[config.mk]
export PLATFORM = sky130hd
export DESIGN_NAME = nqueens_bitmask_counter_core
export DESIGN_NICKNAME = d
export VERILOG_FILES = /design/src/sv/nqbc_pkg.sv /design/src/sv/nqbc_ram.sv /design/src/sv/nqueens_bitmask_counter_core.sv
export SDC_FILE = /design/constraint.sdc
export NUM_CORES = 1
export LEC_CHECK = 0
export BUFFER_PORTS_ARGS = -buffer_cell sky130_fd_sc_hd__buf_4
export CAP_MARGIN = 25
export CELL_PAD_IN_SITES_DETAIL_PLACEMENT = 0
export CELL_PAD_IN_SITES_GLOBAL_PLACEMENT = 1
export CORE_MARGIN = 2
export CORE_UTILIZATION = 37
export CTS_CLUSTER_DIAMETER = 60
export DETAILED_ROUTE_END_ITERATION = 8
export PLACE_DENSITY_LB_ADDON = 0.1
export RECOVER_POWER = 25
export SKIP_LAST_GASP = 1
export SLEW_MARGIN = 10
export SYNTH_ARGS = -nofsm -noshare
export SYNTH_HDL_FRONTEND = slang
export SYNTH_SLANG_ARGS = --single-unit
[constraint.sdc]
create_clock -name clk_i -period 8.3 [get_ports clk_i]
set_input_delay 0.83 -clock clk_i [delete_from_list [all_inputs] [get_ports clk_i]]
set_output_delay 0.83 -clock clk_i [all_outputs]
set_load 0.05 [all_outputs]
[src/sv/nqbc_pkg.sv]
package nqbc_pkg;

  // Field widths of the request and result streams.
  localparam int BoardSizeW = 5;
  localparam int StartRowW  = 4;
  localparam int MaskInW    = 16;
  localparam int CountW     = 32;

  // Packed stream widths, rounded up to whole bytes.
  localparam int InFieldsW  = StartRowW + 3 * MaskInW;
  localparam int InDataW    = ((InFieldsW + 7) / 8) * 8;
  localparam int OutDataW   = ((CountW + 7) / 8) * 8;

  // Reset value of the board size register.
  localparam logic [BoardSizeW-1:0] BoardSizeRst = BoardSizeW'(8);

  // Search sequencer states.
  typedef enum logic [3:0] {
    StIdle = 4'b0001,
    StStep = 4'b0010,
    StPop  = 4'b0100,
    StDone = 4'b1000
  } state_e;

endpackage

[src/sv/nqbc_ram.sv]
module nqbc_ram #(
  parameter int Width = 64,
  parameter int Depth = 16
) (
  input  logic                     clk_i,
  input  logic                     we_i,
  input  logic [$clog2(Depth)-1:0] waddr_i,
  input  logic [Width-1:0]         wdata_i,
  input  logic                     re_i,
  input  logic [$clog2(Depth)-1:0] raddr_i,
  output logic [Width-1:0]         rdata_o
);

  logic [Width-1:0] mem_q [Depth];
  logic [Width-1:0] rdata_q;

  // One write port and one read port with registered read data.
  always_ff @(posedge clk_i) begin
    if (we_i) begin
      mem_q[waddr_i] <= wdata_i;
    end
    if (re_i) begin
      rdata_q <= mem_q[raddr_i];
    end
  end

  assign rdata_o = rdata_q;

endmodule

[src/sv/nqueens_bitmask_counter_core.sv]
// Search: a queen placed or tried in the last row is handled in StStep; a
// return to a parent level passes StStep and then StPop (the stack memory read
// is registered), and the search ends in StDone, which holds the result.
// Throughput: one request at a time; the next request is taken once the
// result has been taken. A start row at or past the board finishes at once.
// Reset: asynchronous, active low; the block comes up idle with board size 8.
module nqueens_bitmask_counter_core #(
  parameter int MAX_N = 16
) (
  input  logic                               clk_i,
  input  logic                               rst_ni,
  // Board size register write.
  input  logic                               cfg_we_i,
  input  logic [nqbc_pkg::BoardSizeW-1:0]    cfg_wdata_i,
  // Request stream.
  input  logic                               s_axis_tvalid,
  output logic                               s_axis_tready,
  // tdata, lowest bit up: start_row[3:0], taken_columns[19:4],
  // right_diagonals[35:20], left_diagonals[51:36], zero fill[55:52].
  input  logic [nqbc_pkg::InDataW-1:0]       s_axis_tdata,
  // Result stream.
  output logic                               m_axis_tvalid,
  input  logic                               m_axis_tready,
  // tdata, lowest bit up: solution_count[31:0].
  output logic [nqbc_pkg::OutDataW-1:0]      m_axis_tdata
);

  localparam int RowW   = nqbc_pkg::BoardSizeW;
  localparam int MaskW  = (MAX_N > nqbc_pkg::MaskInW) ? MAX_N : nqbc_pkg::MaskInW;
  localparam int AddrW  = $clog2(MAX_N);
  localparam int EntryW = 4 * MaskW;
  localparam int CountW = nqbc_pkg::CountW;
  localparam int SrW    = nqbc_pkg::StartRowW;
  localparam int MiW    = nqbc_pkg::MaskInW;

  nqbc_pkg::state_e state_q, state_d;

  logic [RowW-1:0]   board_size_q;
  logic [RowW-1:0]   row_q, row_d;
  logic [RowW-1:0]   last_row_q, last_row_d;
  logic [AddrW-1:0]  depth_q, depth_d;
  logic [CountW-1:0] count_q, count_d;
  logic [MaskW-1:0]  full_q, full_d;
  logic [MaskW-1:0]  cur_free_q, cur_free_d;
  logic [MaskW-1:0]  cur_cols_q, cur_cols_d;
  logic [MaskW-1:0]  cur_rd_q, cur_rd_d;
  logic [MaskW-1:0]  cur_ld_q, cur_ld_d;

  // Request fields.
  logic [SrW-1:0] in_start;
  logic [MiW-1:0] in_cols, in_rd, in_ld;
  assign in_start = s_axis_tdata[SrW-1:0];
  assign in_cols  = s_axis_tdata[SrW+MiW-1:SrW];
  assign in_rd    = s_axis_tdata[SrW+2*MiW-1:SrW+MiW];
  assign in_ld    = s_axis_tdata[SrW+3*MiW-1:SrW+2*MiW];

  // Effective board size and the mask of columns on the board.
  logic [RowW-1:0]  n_w;
  logic [MaskW-1:0] full_w;
  assign n_w = (board_size_q > RowW'(MAX_N)) ? RowW'(MAX_N) : board_size_q;

  always_comb begin
    for (int i = 0; i < MaskW; i++) begin
      full_w[i] = (RowW'(i) < n_w);
    end
  end

  // Shared placement unit: lowest free column and the child level it opens.
  logic [MaskW-1:0] low_bit, child_cols, child_rd, child_ld, child_free;
  assign low_bit    = cur_free_q & ((~cur_free_q) + MaskW'(1));
  assign child_cols = (cur_cols_q | low_bit) & full_q;
  assign child_rd   = (cur_rd_q | low_bit) >> 1;
  assign child_ld   = ((cur_ld_q | low_bit) << 1) & full_q;
  assign child_free = full_q & ~(child_cols | child_rd | child_ld);

  // Stack of parent levels.
  logic              ram_we, ram_re;
  logic [AddrW-1:0]  ram_raddr;
  logic [EntryW-1:0] ram_wdata, ram_rdata;

  assign ram_wdata = {cur_free_q ^ low_bit, cur_cols_q, cur_rd_q, cur_ld_q};
  assign ram_raddr = depth_q - AddrW'(1);

  nqbc_ram #(
    .Width (EntryW),
    .Depth (MAX_N)
  ) u_stack (
    .clk_i   (clk_i),
    .we_i    (ram_we),
    .waddr_i (depth_q),
    .wdata_i (ram_wdata),
    .re_i    (ram_re),
    .raddr_i (ram_raddr),
    .rdata_o (ram_rdata)
  );

  // Search sequencer.
  always_comb begin
    state_d    = state_q;
    row_d      = row_q;
    last_row_d = last_row_q;
    depth_d    = depth_q;
    count_d    = count_q;
    full_d     = full_q;
    cur_free_d = cur_free_q;
    cur_cols_d = cur_cols_q;
    cur_rd_d   = cur_rd_q;
    cur_ld_d   = cur_ld_q;
    ram_we     = 1'b0;
    ram_re     = 1'b0;
    case (state_q)
      nqbc_pkg::StIdle: begin
        if (s_axis_tvalid) begin
          full_d     = full_w;
          last_row_d = n_w - RowW'(1);
          row_d      = RowW'(in_start);
          depth_d    = '0;
          count_d    = '0;
          cur_cols_d = MaskW'(in_cols) & full_w;
          cur_rd_d   = MaskW'(in_rd);
          cur_ld_d   = MaskW'(in_ld) & full_w;
          cur_free_d = full_w & ~((MaskW'(in_cols) & full_w) | MaskW'(in_rd)
                                  | (MaskW'(in_ld) & full_w));
          if (RowW'(in_start) < n_w) begin
            state_d = nqbc_pkg::StStep;
          end else begin
            state_d = nqbc_pkg::StDone;
          end
        end
      end
      nqbc_pkg::StStep: begin
        if (cur_free_q == '0) begin
          // Level exhausted: return to the parent or finish.
          if (depth_q == '0) begin
            state_d = nqbc_pkg::StDone;
          end else begin
            ram_re  = 1'b1;
            depth_d = depth_q - AddrW'(1);
            state_d = nqbc_pkg::StPop;
          end
        end else if (row_q == last_row_q) begin
          // A queen in the last row completes one solution.
          cur_free_d = cur_free_q ^ low_bit;
          if (count_q != '1) begin
            count_d = count_q + CountW'(1);
          end
        end else begin
          // Save the parent and descend one row.
          ram_we     = 1'b1;
          depth_d    = depth_q + AddrW'(1);
          row_d      = row_q + RowW'(1);
          cur_free_d = child_free;
          cur_cols_d = child_cols;
          cur_rd_d   = child_rd;
          cur_ld_d   = child_ld;
        end
      end
      nqbc_pkg::StPop: begin
        cur_free_d = ram_rdata[4*MaskW-1:3*MaskW];
        cur_cols_d = ram_rdata[3*MaskW-1:2*MaskW];
        cur_rd_d   = ram_rdata[2*MaskW-1:MaskW];
        cur_ld_d   = ram_rdata[MaskW-1:0];
        row_d      = row_q - RowW'(1);
        state_d    = nqbc_pkg::StStep;
      end
      nqbc_pkg::StDone: begin
        if (m_axis_tready) begin
          state_d = nqbc_pkg::StIdle;
        end
      end
      default: begin
        state_d = nqbc_pkg::StIdle;
      end
    endcase
  end

  // Control registers.
  always_ff @(posedge clk_i or negedge rst_ni) begin
    if (!rst_ni) begin
      state_q      <= nqbc_pkg::StIdle;
      board_size_q <= nqbc_pkg::BoardSizeRst;
      depth_q      <= '0;
      count_q      <= '0;
    end else begin
      state_q <= state_d;
      depth_q <= depth_d;
      count_q <= count_d;
      if (cfg_we_i) begin
        board_size_q <= cfg_wdata_i;
      end
    end
  end

  // Level payload registers.
  always_ff @(posedge clk_i) begin
    row_q      <= row_d;
    last_row_q <= last_row_d;
    full_q     <= full_d;
    cur_free_q <= cur_free_d;
    cur_cols_q <= cur_cols_d;
    cur_rd_q   <= cur_rd_d;
    cur_ld_q   <= cur_ld_d;
  end

  assign s_axis_tready = (state_q == nqbc_pkg::StIdle);
  assign m_axis_tvalid = (state_q == nqbc_pkg::StDone);
  assign m_axis_tdata  = nqbc_pkg::OutDataW'(count_q);

endmodule

==> results.cfg <==
[cells_and_area]
fillerInstances = 10800
postLayoutCoreUtil = 0.432
final_layout_size_suffix_gt1_frac = 0.281
final_cell_mix = edfxtp_1, mux4_2, buf_4
nets = 2495
fin_cells = 4153
multi_input_area_um2 = 10800
seqCellArea_um2 = 34900
layout_commonest_cell = edfxtp_1
area_growth_pct = 16.1

[die]
row_count = 129
die-area_um2 = 127000
die_w_um = 357
core_area_um2 = 124000
die_h_um = 357
num_io_pins = 100
initial_utilization = 0.372

[critical_path]
critPathLaunchType = flop
path_class = flop to flop
rr_worst_depth = 7
critical_path_arrival_ns = 4.60
end_kind = flop
required_ns = 8.64
crit_fanout = 41
r2r_slack_ns = 4.05
r2r_start = cur_free_q[9]$_DFFE_PP_
worstReg2RegEnd = u_stack.mem_q[12][29]$_DFFE_PP_

[yosys]
netlist_instances = 2217
synth-edff-count = 1125
yosysWarnings = 0
syn_avg_cell_area_um2 = 20.8
synth_flop_cell = edfxtp_1
ys_ff_latch = 1170
ys_types = 74
async_reset_ff_frac = 0.0385
syn_nets = 2297
synthesis.area_um2 = 46000
yosysSeqAreaShare = 0.758

[detailed_routing]
wl_um = 127000
drtAntennaViolNets = 0
vias = 23500
routed_via_density = 5.67
drc = 0
dr.pass1.iters = 5
wl_per_cell_um = 30.6
first_iter_violations = 2259

[clock_tree]
cts_resized = 0
clock-sinks = 1170
cts_buffers = 133
clkTransAtPathRegs_ns = 0.06
post-cts-setup-buffer-count = 0
clk_latency_ns = 0.75
cts_tree = yes
root_buffer = clkbuf_16
htreeDepth = 4
cts_buffer_depth = 3
ctsHoldBuffers = 0

[grt]
grt_first_pass_wirelength_um = 181000
antenna_found_initial = 2
track_usage = 0.201
grt_max_degree = 103
overflow = 0
grt_pass1_vias = 24300

[sta]
hold_slack_ns = 0.318
slew_viol_final = 46
setup_viol = 0
rsz0062_at_grt = no
tightestPinTransition_ns = 2.52
fin_crit_sh = 0.513
tns_ns = 0
min_period_ns = 4.25
skew_ns = 0.0321
max_freq_mhz = 235
slew_headroom = -0.682
hold_viol_final = 0

[run_status]
status = finished with violations
violations = capacitance limit, slew limit

[placement]
port-buffer-count = 95
place_hpwl_um = 70500
dp_cells = 3909
routabilityCongestion = 0.759

[worst_hold_path]
min_path_type = input pin to flop
hold_start = cfg_wdata_i[0]
min_to = board_size_q[0]$_DFFE_PN0P_
holdPathStages = 2

[flow_run]
maxCapViolCount = 1

[power]
leakagePower_nw = 16.7
peakVddDrop_v = 0.000252
p_per_area_nw_per_um2 = 324
cells in the mapped netlist (all sizes together) (3+ instances only):
| cell | n | area share |
|---|---|---|
| edfxtp | 1125 | 0.73 |
| mux4 | 305 | 0.15 |
| nand2 | 91 | 0.0076 |
| clkbuf | 74 | 0.0061 |
| o21ai | 69 | 0.0075 |
| nor2 | 64 | 0.0052 |
| a21oi | 60 | 0.0065 |
| dfrtp | 43 | 0.023 |
| a22oi | 38 | 0.0062 |
| buf | 33 | 0.0032 |
| nand3 | 32 | 0.0035 |
| nor3 | 29 | 0.0038 |
| nand4 | 21 | 0.0029 |
| or4 | 19 | 0.0032 |
| or3 | 18 | 0.0026 |
| ha | 13 | 0.0035 |
| inv | 13 | 0.0011 |
| and2 | 12 | 0.0017 |
| nor4 | 11 | 0.0021 |
| nor4b | 11 | 0.0022 |
| o211ai | 11 | 0.0018 |
| nand2b | 10 | 0.0014 |
| nor2b | 10 | 0.0014 |
| xnor2 | 9 | 0.0017 |
| and3 | 8 | 0.0011 |
| o31ai | 8 | 0.0013 |
| a221o | 7 | 0.0015 |
| a21o | 6 | 0.0010 |
| mux2 | 6 | 0.0015 |
| xor2 | 6 | 0.0011 |
| a221oi | 5 | 0.00095 |
| a211oi | 4 | 0.00065 |
| and4 | 4 | 0.00076 |
| o21a | 4 | 0.00065 |
| a32oi | 3 | 0.00057 |
| nor3b | 3 | 0.00049 |
| o22ai | 3 | 0.00041 |
| o31a | 3 | 0.00057 |
| or4b | 3 | 0.00065 |
critical path: stages, from the launching register on:
cell and delay, ns:
edfxtp_1 0.67, or3_4 0.30, or4_1 0.32, nor2_1 0.20, nor2_1 0.21, nand2_1 0.25
nor2_4 0.85, buf_4 0.91
cells by family after synthesis:
kind of cell / after synthesis / synth area share
simple gates: 353 / 0.0416
compound gates: 232 / 0.0316
flops: 1170 / 0.758
xor+xnor: 15 / 0.00285
mux: 313 / 0.151
fa+ha+maj: 14 / 0.00397
buf+inv: 120 / 0.0104
routing by layer:
metal,vias up,global-route usage,part of all wire
li1,9771,-,-
met1,12900,0.294,0.46
met2,730,0.314,0.47
met3,164,0.0375,0.056
met4,2,0.0471,0.017
met5,-,0,0.000087
registers in the layout, summed over array words and instances, names as in the netlist:
| name | count |
|---|---|
| row_q | 5 |
| full_q | 16 |
| board_size_q | 5 |
| cur_free_q | 16 |
| cur_cols_q | 16 |
| cur_ld_q | 15 |
| u_stack.rdata_o | 61 |
| last_row_q | 5 |
| cur_rd_q | 15 |
| depth_q | 4 |
| m_axis_tdata | 32 |
| u_stack.mem_q | 976 |
| state_q | 4 |
cell type report:
type                            count  area share
Tap cell                         1637      0.0383
Timing Repair Buffer              170      0.0256
Antenna cell                        1   0.0000468
Clock inverter                     65      0.0133
Multi-Input combinational cell    927       0.203
Clock buffer                      170      0.0657
Sequential cell                  1170       0.653
Inverter                           13    0.000937
how the worst max path moves through the flow:
stage                             from  cells past startpoint                         endpoint
2_1_floorplan   depth_q[0]$_DFFE_PN0P_                      8    u_stack.mem_q[0][0]$_DFFE_PP_
3_3_place_gp    state_q[2]$_DFFE_PN0P_                      6   u_stack.mem_q[3][29]$_DFFE_PP_
3_5_place_dp   cur_free_q[9]$_DFFE_PP_                      7  u_stack.mem_q[14][61]$_DFFE_PP_
4_1_cts        cur_free_q[9]$_DFFE_PP_                      7  u_stack.mem_q[14][61]$_DFFE_PP_
5_1_grt         state_q[0]$_DFFE_PN1P_                      7         cur_cols_q[13]$_DFFE_PP_
6_report       cur_free_q[9]$_DFFE_PP_                      7  u_stack.mem_q[12][29]$_DFFE_PP_
report_power, final:
| part | leakage, nW | total [mW] | internal [mW] | switching, mW |
|---|---|---|---|---|
| Clock | 2.04 | 5.71 | 3.32 | 2.39 |
| Sequential | 10.8 | 7.87 | 7.36 | 0.506 |
| Combinational | 3.85 | 3.75 | 1.71 | 2.04 |
metrics by stage:
step / setup WS [ns] / power, mW / instance area (um^2)
CTS: 4.04 / 17.5 / 53300
detailed placement: 4.09 / 11.8 / 49100
global route: 3.77 / 18.0 / 53400
finish: 4.05 / 17.3 / 53400
global placement: 3.58 / 11.7 / 49000
floorplan: 1.96 / 10.4 / 46000
(Power assumes the default switching activity.)
